`config.mk`:
```
export PLATFORM = sky130hd
export DESIGN_NAME = bounded_array_set_table_flat
export DESIGN_NICKNAME = d
export VERILOG_FILES = /design/src/sv/bast_pkg.sv /design/src/sv/bast_in_if.sv /design/src/sv/bast_out_if.sv /design/src/sv/bast_front.sv /design/src/sv/bast_queue.sv /design/src/sv/bast_back.sv /design/src/sv/bounded_array_set_table.sv /design/src/flat_wrapper.sv
export VERILOG_INCLUDE_DIRS = /design/src /design/src/sv
export SDC_FILE = /design/constraint.sdc
export NUM_CORES = 1
export LEC_CHECK = 0
export BUFFER_PORTS_ARGS = -buffer_cell sky130_fd_sc_hd__buf_2
export CAP_MARGIN = 20
export CORE_UTILIZATION = 45
export CTS_BUF_LIST = sky130_fd_sc_hd__clkbuf_4 sky130_fd_sc_hd__clkbuf_8
export CTS_CLUSTER_SIZE = 40
export DETAILED_ROUTE_END_ITERATION = 8
export GPL_TIMING_DRIVEN = 0
export HOLD_SLACK_MARGIN = 0.08
export PLACE_DENSITY_LB_ADDON = 0.1
export RECOVER_POWER = 50
export SYNTH_ARGS = -nofsm -noshare
export SYNTH_HDL_FRONTEND = slang
export SYNTH_HIERARCHICAL = 1
export SYNTH_SLANG_ARGS = --single-unit
```
`constraint.sdc`:
```
create_clock -name clk -period 6.1 [get_ports clk]
set_clock_uncertainty 0.2 [all_clocks]
set_input_delay 0.61 -clock clk [delete_from_list [all_inputs] [get_ports clk]]
set_output_delay 0.61 -clock clk [all_outputs]
set_load 0.01 [all_outputs]
```
`src/sv/bounded_array_set_table_defines.svh`:
```
// ----------------------------------------------------------------------------
// Assertion macros for the bounded array set table
// Concurrent checks sampled on the rising clock edge, masked during reset.
// ----------------------------------------------------------------------------
`ifndef BOUNDED_ARRAY_SET_TABLE_DEFINES_SVH
`define BOUNDED_ARRAY_SET_TABLE_DEFINES_SVH

// Same-cycle implication.
`define BAST_ASSERT_COMB(lbl, clk_s, rst_s, ante, cons, msg) \
  lbl: assert property (@(posedge clk_s) disable iff (!rst_s) (ante) |-> (cons)) \
    else $error(msg);

// Next-cycle implication.
`define BAST_ASSERT_NEXT(lbl, clk_s, rst_s, ante, cons, msg) \
  lbl: assert property (@(posedge clk_s) disable iff (!rst_s) (ante) |=> (cons)) \
    else $error(msg);

`endif

```
`src/sv/bast_pkg.sv`:
```
// ----------------------------------------------------------------------------
// bast_pkg
// Shared widths, command codes, types and defaults of the array set table.
// ----------------------------------------------------------------------------
package bast_pkg;

  localparam int DEPTH_DEF      = 16;
  localparam int DATA_WIDTH_DEF = 32;

  localparam int CMD_W    = 3;
  localparam int VALUE_W  = 32;
  localparam int INDEX_W  = 4;
  localparam int STATUS_W = 2;
  localparam int FILL_W   = 5;

  localparam int QUEUE_DEPTH = 2;
  localparam int QPTR_W      = (QUEUE_DEPTH > 1) ? $clog2(QUEUE_DEPTH) : 1;
  localparam int QCNT_W      = $clog2(QUEUE_DEPTH + 1);

  localparam logic [CMD_W-1:0] CMD_PUSH   = 3'd0;
  localparam logic [CMD_W-1:0] CMD_FIND   = 3'd1;
  localparam logic [CMD_W-1:0] CMD_REMOVE = 3'd2;
  localparam logic [CMD_W-1:0] CMD_READ   = 3'd3;
  localparam logic [CMD_W-1:0] CMD_WRITE  = 3'd4;

  typedef enum logic [2:0] {
    OP_PUSH,
    OP_FIND,
    OP_REMOVE,
    OP_READ,
    OP_WRITE,
    OP_NOP
  } op_t;

  typedef enum logic [STATUS_W-1:0] {
    ST_OK,
    ST_FULL,
    ST_NOT_FOUND,
    ST_RANGE
  } status_t;

  typedef enum logic [1:0] {
    S_IDLE,
    S_SCAN,
    S_MOVE,
    S_RD_WAIT
  } state_t;

  typedef struct packed {
    op_t                  op;
    logic [INDEX_W-1:0]   index;
    logic [VALUE_W-1:0]   value;
  } item_t;

  typedef struct packed {
    logic                 full;
    logic                 empty;
    logic [QCNT_W-1:0]    level;
  } q_sts_t;

endpackage

```
`src/sv/bast_in_if.sv`:
```
// ----------------------------------------------------------------------------
// bast_in_if
// Command channel: valid/ready handshake with command, value and index.
// ----------------------------------------------------------------------------
interface bast_in_if;
  import bast_pkg::*;

  logic               valid;
  logic               ready;
  logic [CMD_W-1:0]   cmd;
  logic [VALUE_W-1:0] value;
  logic [INDEX_W-1:0] index;

  modport source (output valid, cmd, value, index, input ready);
  modport sink   (input valid, cmd, value, index, output ready);
endinterface

```
`src/sv/bast_out_if.sv`:
```
// ----------------------------------------------------------------------------
// bast_out_if
// Result channel: valid/ready handshake with status and result fields.
// ----------------------------------------------------------------------------
interface bast_out_if;
  import bast_pkg::*;

  logic                valid;
  logic                ready;
  logic [STATUS_W-1:0] status;
  logic [INDEX_W-1:0]  found_index;
  logic [VALUE_W-1:0]  read_value;
  logic [FILL_W-1:0]   fill_count;

  modport source (output valid, status, found_index, read_value, fill_count, input ready);
  modport sink   (input valid, status, found_index, read_value, fill_count, output ready);
endinterface

```
`src/sv/bast_front.sv`:
```
// ----------------------------------------------------------------------------
// bast_front
// Accepts command beats and classifies the raw command code into an operation.
// ----------------------------------------------------------------------------
module bast_front (
  bast_in_if.sink          in_ch,
  output logic             q_valid,
  input  logic             q_ready,
  output bast_pkg::item_t  q_item
);
  import bast_pkg::*;

  op_t op;

  always_comb begin
    unique case (in_ch.cmd)
      CMD_PUSH:   op = OP_PUSH;
      CMD_FIND:   op = OP_FIND;
      CMD_REMOVE: op = OP_REMOVE;
      CMD_READ:   op = OP_READ;
      CMD_WRITE:  op = OP_WRITE;
      default:    op = OP_NOP;
    endcase
  end

  assign q_valid      = in_ch.valid;
  assign in_ch.ready  = q_ready;
  assign q_item.op    = op;
  assign q_item.index = in_ch.index;
  assign q_item.value = in_ch.value;

endmodule

```
`src/sv/bast_queue.sv`:
```
// ----------------------------------------------------------------------------
// bast_queue
// Short FIFO of classified commands between the front and the back.
// ----------------------------------------------------------------------------
module bast_queue (
  input  logic             clk,
  input  logic             rst_n,
  input  logic             push_valid,
  output logic             push_ready,
  input  bast_pkg::item_t  push_item,
  output logic             pop_valid,
  input  logic             pop_ready,
  output bast_pkg::item_t  pop_item,
  output bast_pkg::q_sts_t sts
);
  import bast_pkg::*;

  item_t             slot_r [QUEUE_DEPTH];
  logic [QPTR_W-1:0] wr_ptr_r, wr_ptr_nxt;
  logic [QPTR_W-1:0] rd_ptr_r, rd_ptr_nxt;
  logic [QCNT_W-1:0] level_r, level_nxt;
  logic              full, empty, push, pop;

  assign full       = (level_r == QCNT_W'(QUEUE_DEPTH));
  assign empty      = (level_r == '0);
  assign push_ready = !full;
  assign pop_valid  = !empty;
  assign push       = push_valid && push_ready;
  assign pop        = pop_valid && pop_ready;
  assign pop_item   = slot_r[rd_ptr_r];

  assign sts.full  = full;
  assign sts.empty = empty;
  assign sts.level = level_r;

  always_comb begin
    wr_ptr_nxt = wr_ptr_r;
    rd_ptr_nxt = rd_ptr_r;
    if (push) begin
      wr_ptr_nxt = (wr_ptr_r == QPTR_W'(QUEUE_DEPTH - 1)) ? '0 : wr_ptr_r + 1'b1;
    end
    if (pop) begin
      rd_ptr_nxt = (rd_ptr_r == QPTR_W'(QUEUE_DEPTH - 1)) ? '0 : rd_ptr_r + 1'b1;
    end
    unique case ({push, pop})
      2'b10:   level_nxt = level_r + 1'b1;
      2'b01:   level_nxt = level_r - 1'b1;
      default: level_nxt = level_r;
    endcase
  end

  always_ff @(posedge clk) begin
    if (!rst_n) begin
      wr_ptr_r <= '0;
      rd_ptr_r <= '0;
      level_r  <= '0;
    end else begin
      wr_ptr_r <= wr_ptr_nxt;
      rd_ptr_r <= rd_ptr_nxt;
      level_r  <= level_nxt;
    end
  end

  always_ff @(posedge clk) begin
    if (push) begin
      slot_r[wr_ptr_r] <= push_item;
    end
  end

endmodule

```
`src/sv/bast_back.sv`:
```
// ----------------------------------------------------------------------------
// bast_back
// Executes commands against the entry memory and fill count, and holds the
// result beat in an output register.
// ----------------------------------------------------------------------------
module bast_back #(
  parameter int DEPTH      = bast_pkg::DEPTH_DEF,
  parameter int DATA_WIDTH = bast_pkg::DATA_WIDTH_DEF
) (
  input  logic                             clk,
  input  logic                             rst_n,
  input  logic                             q_valid,
  output logic                             q_ready,
  input  bast_pkg::item_t                  q_item,
  bast_out_if.source                       out_ch,
  output logic [$clog2(DEPTH + 1)-1:0]     count_o
);
  import bast_pkg::*;

  localparam int AW = (DEPTH > 1) ? $clog2(DEPTH) : 1;
  localparam int CW = $clog2(DEPTH + 1);
  localparam int IW = (CW > INDEX_W) ? CW : INDEX_W;
  localparam int EW = (DATA_WIDTH > VALUE_W) ? DATA_WIDTH : VALUE_W;

  state_t                state_r, state_nxt;
  logic [CW-1:0]         count_r, count_nxt;
  op_t                   op_r, op_nxt;
  logic [DATA_WIDTH-1:0] key_r, key_nxt;
  logic [AW-1:0]         pos_r, pos_nxt;
  logic [CW-1:0]         scan_r, scan_nxt;
  logic                  pend_r, pend_nxt;
  logic                  out_valid_r, out_valid_nxt;
  status_t               status_r, status_nxt;
  logic [INDEX_W-1:0]    found_r, found_nxt;
  logic [VALUE_W-1:0]    rdval_r, rdval_nxt;
  logic [FILL_W-1:0]     fill_r, fill_nxt;

  logic [DATA_WIDTH-1:0] mem_r [DEPTH];
  logic [DATA_WIDTH-1:0] mem_q_r;
  logic                  mem_we;
  logic [AW-1:0]         mem_waddr, mem_raddr;
  logic [DATA_WIDTH-1:0] mem_wdata;

  logic [EW-1:0]         v_ext, r_ext;
  logic [DATA_WIDTH-1:0] q_val;
  logic [IW-1:0]         idx_ext, cnt_ext;
  logic                  idx_ok, out_free, take, scan_hit, scan_more;
  logic [CW-1:0]         count_last;

  logic                  res_load;
  status_t               res_status;
  logic [INDEX_W-1:0]    res_found;
  logic [VALUE_W-1:0]    res_rd;

  assign v_ext      = EW'(q_item.value);
  assign q_val      = v_ext[DATA_WIDTH-1:0];
  assign r_ext      = EW'(mem_q_r);
  assign idx_ext    = IW'(q_item.index);
  assign cnt_ext    = IW'(count_r);
  assign idx_ok     = (idx_ext < cnt_ext);
  assign out_free   = !out_valid_r || out_ch.ready;
  assign take       = (state_r == S_IDLE) && q_valid && out_free;
  assign scan_hit   = pend_r && (mem_q_r == key_r);
  assign scan_more  = (scan_r < count_r);
  assign count_last = count_r - 1'b1;

  // Next state
  always_comb begin
    state_nxt = state_r;
    unique case (state_r)
      S_IDLE: begin
        if (take) begin
          priority if (q_item.op == OP_FIND || q_item.op == OP_REMOVE) begin
            state_nxt = S_SCAN;
          end else if (q_item.op == OP_READ && idx_ok) begin
            state_nxt = S_RD_WAIT;
          end else begin
            state_nxt = S_IDLE;
          end
        end
      end
      S_SCAN: begin
        priority if (scan_hit) begin
          state_nxt = (op_r == OP_REMOVE) ? S_MOVE : S_IDLE;
        end else if (scan_more) begin
          state_nxt = S_SCAN;
        end else begin
          state_nxt = S_IDLE;
        end
      end
      S_MOVE:    state_nxt = S_IDLE;
      S_RD_WAIT: state_nxt = S_IDLE;
      default:   state_nxt = S_IDLE;
    endcase
  end

  // Datapath and outputs
  always_comb begin
    count_nxt     = count_r;
    op_nxt        = op_r;
    key_nxt       = key_r;
    pos_nxt       = pos_r;
    scan_nxt      = scan_r;
    pend_nxt      = pend_r;
    out_valid_nxt = out_valid_r && !out_ch.ready;
    status_nxt    = status_r;
    found_nxt     = found_r;
    rdval_nxt     = rdval_r;
    fill_nxt      = fill_r;
    q_ready       = 1'b0;
    mem_we        = 1'b0;
    mem_waddr     = count_r[AW-1:0];
    mem_wdata     = q_val;
    mem_raddr     = scan_r[AW-1:0];
    res_load      = 1'b0;
    res_status    = ST_OK;
    res_found     = '0;
    res_rd        = '0;

    unique case (state_r)
      S_IDLE: begin
        if (take) begin
          q_ready  = 1'b1;
          op_nxt   = q_item.op;
          key_nxt  = q_val;
          scan_nxt = '0;
          pend_nxt = 1'b0;
          unique case (q_item.op)
            OP_PUSH: begin
              res_load = 1'b1;
              if (count_r == CW'(DEPTH)) begin
                res_status = ST_FULL;
              end else begin
                mem_we    = 1'b1;
                mem_waddr = count_r[AW-1:0];
                count_nxt = count_r + 1'b1;
              end
            end
            OP_FIND, OP_REMOVE: ;
            OP_READ: begin
              if (idx_ok) begin
                mem_raddr = idx_ext[AW-1:0];
              end else begin
                res_load   = 1'b1;
                res_status = ST_RANGE;
              end
            end
            OP_WRITE: begin
              res_load = 1'b1;
              if (idx_ok) begin
                mem_we    = 1'b1;
                mem_waddr = idx_ext[AW-1:0];
              end else begin
                res_status = ST_RANGE;
              end
            end
            default: res_load = 1'b1;
          endcase
        end
      end
      S_SCAN: begin
        priority if (scan_hit) begin
          if (op_r == OP_REMOVE) begin
            // fetch the last entry to move into the matched slot
            mem_raddr = count_last[AW-1:0];
          end else begin
            res_load  = 1'b1;
            res_found = INDEX_W'(pos_r);
          end
        end else if (scan_more) begin
          // issue the next read while the previous one is compared
          mem_raddr = scan_r[AW-1:0];
          pos_nxt   = scan_r[AW-1:0];
          pend_nxt  = 1'b1;
          scan_nxt  = scan_r + 1'b1;
        end else begin
          res_load   = 1'b1;
          res_status = ST_NOT_FOUND;
        end
      end
      S_MOVE: begin
        mem_we    = 1'b1;
        mem_waddr = pos_r;
        mem_wdata = mem_q_r;
        count_nxt = count_r - 1'b1;
        res_load  = 1'b1;
      end
      S_RD_WAIT: begin
        res_load = 1'b1;
        res_rd   = r_ext[VALUE_W-1:0];
      end
      default: ;
    endcase

    if (res_load) begin
      out_valid_nxt = 1'b1;
      status_nxt    = res_status;
      found_nxt     = res_found;
      rdval_nxt     = res_rd;
      fill_nxt      = FILL_W'(count_nxt);
    end
  end

  always_ff @(posedge clk) begin
    if (!rst_n) begin
      state_r     <= S_IDLE;
      count_r     <= '0;
      pend_r      <= 1'b0;
      out_valid_r <= 1'b0;
    end else begin
      state_r     <= state_nxt;
      count_r     <= count_nxt;
      pend_r      <= pend_nxt;
      out_valid_r <= out_valid_nxt;
    end
  end

  always_ff @(posedge clk) begin
    op_r     <= op_nxt;
    key_r    <= key_nxt;
    pos_r    <= pos_nxt;
    scan_r   <= scan_nxt;
    status_r <= status_nxt;
    found_r  <= found_nxt;
    rdval_r  <= rdval_nxt;
    fill_r   <= fill_nxt;
  end

  always_ff @(posedge clk) begin
    if (mem_we) begin
      mem_r[mem_waddr] <= mem_wdata;
    end
    mem_q_r <= mem_r[mem_raddr];
  end

  assign out_ch.valid       = out_valid_r;
  assign out_ch.status      = status_r;
  assign out_ch.found_index = found_r;
  assign out_ch.read_value  = rdval_r;
  assign out_ch.fill_count  = fill_r;
  assign count_o            = count_r;

endmodule

```
`src/sv/bounded_array_set_table.sv`:
```
// ----------------------------------------------------------------------------
// bounded_array_set_table: fixed-capacity value list with swap remove
// Commands pass the queue to the back end. Push, write, out-of-range and unknown
// commands answer from idle; read adds a memory read wait; find scans up to the
// fill count; remove adds a move of the last entry. The scan reads one entry a
// cycle from the single read port. Beats queue until the back end is idle with
// a free result. Reset clears the fill count, queue and result valid, not memory.
// ----------------------------------------------------------------------------
`include "bounded_array_set_table_defines.svh"

module bounded_array_set_table #(
  parameter int DEPTH      = bast_pkg::DEPTH_DEF,
  parameter int DATA_WIDTH = bast_pkg::DATA_WIDTH_DEF
) (
  input  logic       clk,
  input  logic       rst_n,
  bast_in_if.sink    in_ch,
  bast_out_if.source out_ch
);
  import bast_pkg::*;

  localparam int CW = $clog2(DEPTH + 1);

  logic          f_valid, f_ready;
  item_t         f_item;
  logic          b_valid, b_ready;
  item_t         b_item;
  q_sts_t        q_sts;
  logic [CW-1:0] count;

  bast_front u_front (
    .in_ch   (in_ch),
    .q_valid (f_valid),
    .q_ready (f_ready),
    .q_item  (f_item)
  );

  bast_queue u_queue (
    .clk        (clk),
    .rst_n      (rst_n),
    .push_valid (f_valid),
    .push_ready (f_ready),
    .push_item  (f_item),
    .pop_valid  (b_valid),
    .pop_ready  (b_ready),
    .pop_item   (b_item),
    .sts        (q_sts)
  );

  bast_back #(
    .DEPTH      (DEPTH),
    .DATA_WIDTH (DATA_WIDTH)
  ) u_back (
    .clk     (clk),
    .rst_n   (rst_n),
    .q_valid (b_valid),
    .q_ready (b_ready),
    .q_item  (b_item),
    .out_ch  (out_ch),
    .count_o (count)
  );

  `BAST_ASSERT_COMB(a_count_bound, clk, rst_n, 1'b1, count <= CW'(DEPTH), "fill count above depth")
  `BAST_ASSERT_COMB(a_fill_match, clk, rst_n, out_ch.valid, out_ch.fill_count == FILL_W'(count), "result fill count differs from table count")
  `BAST_ASSERT_COMB(a_fields_ok, clk, rst_n, out_ch.valid && (out_ch.found_index != '0 || out_ch.read_value != '0), out_ch.status == ST_OK, "nonzero result field on failed command")
  `BAST_ASSERT_NEXT(a_queue_hold, clk, rst_n, f_valid && f_ready && !(b_valid && b_ready), !q_sts.empty, "queued beat lost")

endmodule

```
`src/flat_wrapper.sv`:
```
// flat-port wrapper written by rule: the top's interface ports become plain ports
module bounded_array_set_table_flat import bast_pkg::*;
#(
  parameter int DEPTH      = bast_pkg::DEPTH_DEF,
  parameter int DATA_WIDTH = bast_pkg::DATA_WIDTH_DEF
)
  (clk, rst_n, in_ch_valid, in_ch_cmd, in_ch_value, in_ch_index, in_ch_ready, out_ch_valid, out_ch_status, out_ch_found_index, out_ch_read_value, out_ch_fill_count, out_ch_ready);
  bast_in_if in_ch_i ();
  bast_out_if out_ch_i ();
  input  logic clk;
  input  logic rst_n;
  input wire logic [$bits(in_ch_i.valid)-1:0] in_ch_valid;
  input wire logic [$bits(in_ch_i.cmd)-1:0] in_ch_cmd;
  input wire logic [$bits(in_ch_i.value)-1:0] in_ch_value;
  input wire logic [$bits(in_ch_i.index)-1:0] in_ch_index;
  output wire logic [$bits(in_ch_i.ready)-1:0] in_ch_ready;
  output wire logic [$bits(out_ch_i.valid)-1:0] out_ch_valid;
  output wire logic [$bits(out_ch_i.status)-1:0] out_ch_status;
  output wire logic [$bits(out_ch_i.found_index)-1:0] out_ch_found_index;
  output wire logic [$bits(out_ch_i.read_value)-1:0] out_ch_read_value;
  output wire logic [$bits(out_ch_i.fill_count)-1:0] out_ch_fill_count;
  input wire logic [$bits(out_ch_i.ready)-1:0] out_ch_ready;
  assign in_ch_i.valid = in_ch_valid;
  assign in_ch_i.cmd = in_ch_cmd;
  assign in_ch_i.value = in_ch_value;
  assign in_ch_i.index = in_ch_index;
  assign in_ch_ready = in_ch_i.ready;
  assign out_ch_valid = out_ch_i.valid;
  assign out_ch_status = out_ch_i.status;
  assign out_ch_found_index = out_ch_i.found_index;
  assign out_ch_read_value = out_ch_i.read_value;
  assign out_ch_fill_count = out_ch_i.fill_count;
  assign out_ch_i.ready = out_ch_ready;
  bounded_array_set_table #(.DEPTH(DEPTH), .DATA_WIDTH(DATA_WIDTH)) u_core (.clk(clk), .rst_n(rst_n), .in_ch(in_ch_i), .out_ch(out_ch_i));
endmodule
```
==> results.md <==
* Via count of the first global-routing pass at about 17000
* CP Data Arrival Time at around 5.9 ns
* Number of top-level design ports at around 90
* Num Clock Sinks at about 720
* Sum of overflow across all layers after global routing at 0
* Number of DRC markers after the initial detailed-route iteration at about 1700
* H-tree lvl count at 3
* Ratio of cells with drive above 1 in the final layout at 0.150
* Core area at around 63000 um^2
* Post-detailed-route via-to-cell ratio at around 5.6
* Area of all sequential standard cells at 21300 um^2
* Maximum ir drop on the vdd rail at 0.221 mV
* Maximum buffer depth of the clock tree at 3
* Critical path startpoint category: flop
* Effective utilization at floorplan at 0.455
* Overall routing resource usage at 0.256
* Routed wire per std cell at between 20 and 30 um
* DRC at 0
* Max Fanout on Critical Path at 40
* Outcome: finished with violations
* Later-pin clock latency in the skew report at between 0.7 and 0.8 ns
* Number of buffers created by CTS at about 120
* Maximum number of pins on one net before global-route repair at between 40 and 50
* Register clock-pin slew on the reported worst setup and hold paths at ~0.070 ns
* Crit share post-route at 0.905
* Antenna violations before repair at 2
* CTS tree: built
* Fmax at about 0.18 GHz
* Drt first pass iters at 5
* Synthesized instance count at between 1500 and 2000
* Area Growth Syn to Fin at 16.6%
* Post-route minimum period at roughly 5.5 ns
* Layout net count at ~2200
* Critical path endpoint category: flop
* Via total after detailed routing at roughly 17000
* Hold WC Path Type: in -> reg
* RSZ-0062 raised after global routing: false
* Placement row count at slightly above 90
* Chip height at approximately 250 um
* Weighted congestion reported at the end of routability-driven placement at 0.872
* Final HPWL from detailed placement at ~53000 um
* Max-capacitance violation count at 2
* Series of cell instances along the critical path: or2_2 -> and2_0 -> clkbuf_1 -> nand2_1 -> inv_2 -> o211ai_1 -> nor2b_1 -> a21oi_2 -> nor2_1 -> nand2_1 -> clkbuf_1 -> o21ai_0 -> o31ai_1
* DRT Wirelength at around 82000 um
* Number of buffers inserted by post-CTS setup repair at 0
* Tot Pwr at 16.9 mW
* Die width at ~250 um
* Synth Net Count at 1987
* Setup violation total in the final timing report at 0
* Max-Slew Margin vs Limit at -0.253
* Violated checks: capacitance limit, slew limit
* Root buffer cell: clkbuf_8
* DIE AREA at 64800 um^2
* Setup Total Neg Slack at 0 ns
* Number of filler cells placed in the layout at ~5300
* Critical-path top delay cell: inv_2
* Leak Pwr at between 10 and 15 nW
* Area of the mapped netlist at between 20000 and 30000 um^2
* CP peak stage delay at roughly 0.90 ns
* Power density relative to cell area at between 500 and 600 nW/um^2
* Number of antenna-violating nets in the routed design at 0
* Hold Slack at a little over 0.2 ns
* Count of synthesis-stage warnings from yosys at 6
* Required @ worst endpoint at approximately 6.5 ns
* Syn_area_per_cell at between 10 and 15 um^2
* Number of input and output port buffers inserted at 50
* Count of final max-slew check failures at 44
* Slew at the pin closest to its max-slew limit at ~1.9 ns
* Global-route wire length before repair at 117000 um
* Area taken by multi-input logic gates at around 6700 um^2
* Final hold violations at 0
* Kind of critical path: reg -> reg
-- sequential cells by signal (all words and copies together), names as in the netlist, named ones only --
signal                            flops
u_core/u_back/pos_r                   4
u_core/u_back/state_r                 2
u_core/u_back/pend_r                  1
u_core/u_back/mem_r                 512
u_core/u_back/mem_q_r                32
u_core/u_back/out_ch.valid            1
u_core/u_back/scan_r                  5
u_core/u_back/out_ch.found_index      4
u_core/u_queue/level_r                2
u_core/u_queue/wr_ptr_r               1
u_core/u_back/out_ch.status           2
u_core/u_queue/rd_ptr_r               1
u_core/u_back/count_o                 5
u_core/u_back/key_r                  32
u_core/u_back/op_r                    3
u_core/u_queue/slot_r                78
u_core/u_back/out_ch.read_value      32
u_core/u_back/out_ch.fill_count       5
-- cells in the final DEF (no fill, tap or decap), types with 29 or more instances in the layout --
master,count
edfxtp_1,677
nand2_1,280
clkbuf_8,140
clkbuf_1,127
mux2i_1,98
a22oi_1,97
a21oi_1,83
clkbuf_4,76
nor2_1,59
mux2_1,53
o21ai_0,46
dfxtp_1,46
dlygate4sd3_1,43
nand3_1,41
buf_2,38
o31ai_1,35
and3_1,32
a32oi_1,32
xnor2_1,29
-- path summary, 6_finish.rpt --
path / from / endpoint / slack (ns) / cells after the start
setup / recovery: u_core/u_queue/level_r[0]$_SDFFE_PN0P_ / u_core/u_back/mem_q_r[25]$_DFF_P_ / 0.58 / 13
hold / removal: out_ch_ready / u_core/u_back/out_ch.valid$_SDFF_PN0_ / 0.20 / 4
setup reg to reg: u_core/u_queue/level_r[0]$_SDFFE_PN0P_ / u_core/u_back/mem_q_r[25]$_DFF_P_ / 0.58 / 13
hold reg to reg: u_core/u_queue/level_r[1]$_SDFFE_PN0P_ / u_core/u_queue/level_r[1]$_SDFFE_PN0P_ / 0.33 / 2
-- metrics by stage --
step / setup slack (ns) / cells / util / cell area [um^2]
CTS: 0.604 / 3117 / 0.533 / 33600
global placement: -3.12 / 2829 / 0.476 / 30000
finish: 0.580 / 3120 / 0.531 / 33500
floorplan: 0.446 / 1933 / - / 28700
global route: 0.228 / 3120 / 0.531 / 33500
detailed placement: 0.317 / 2856 / 0.487 / 30700
-- final cells by class --
class	count	area share
Antenna cell	2	0.000149
Buffer	145	0.0215
Clock buffer	189	0.0685
Clock inverter	29	0.00643
Inverter	22	0.00247
Multi-Input combinational cell	1043	0.202
Sequential cell	723	0.635
Tap cell	846	0.0316
Timing Repair Buffer	121	0.0330
-- per-layer routing --
metal | part of all wire | vias to the layer above | GRT usage
met4 | 0.030 | 2 | 0.106
li1 | - | 7804 | -
met2 | 0.46 | 700 | 0.393
met5 | 0.00016 | - | 0
met1 | 0.43 | 8767 | 0.351
met3 | 0.082 | 146 | 0.0605
-- critical path, delay by kind of cell, from the launching register on --
kind	cells	cell delay (ns)
buf+inv	3	1.63
simple gates	6	1.56
compound gates	4	1.55
flops	1	0.42
-- timing repair --
item                                   4_1_cts  5_1_grt
endpoints found under the hold margin       91        0
resized for setup                            0        0
hold buffers                                43        0
setup endpoints to repair                    0        0
-- report_power, final --
group / switching (mW) / internal [mW] / total (mW)
combinational: 4.05 / 1.64 / 5.70
clock: 1.91 / 2.50 / 4.40
sequential: 0.304 / 6.48 / 6.78
total: 6.26 / 10.6 / 16.9
(Power assumes the default switching activity.)
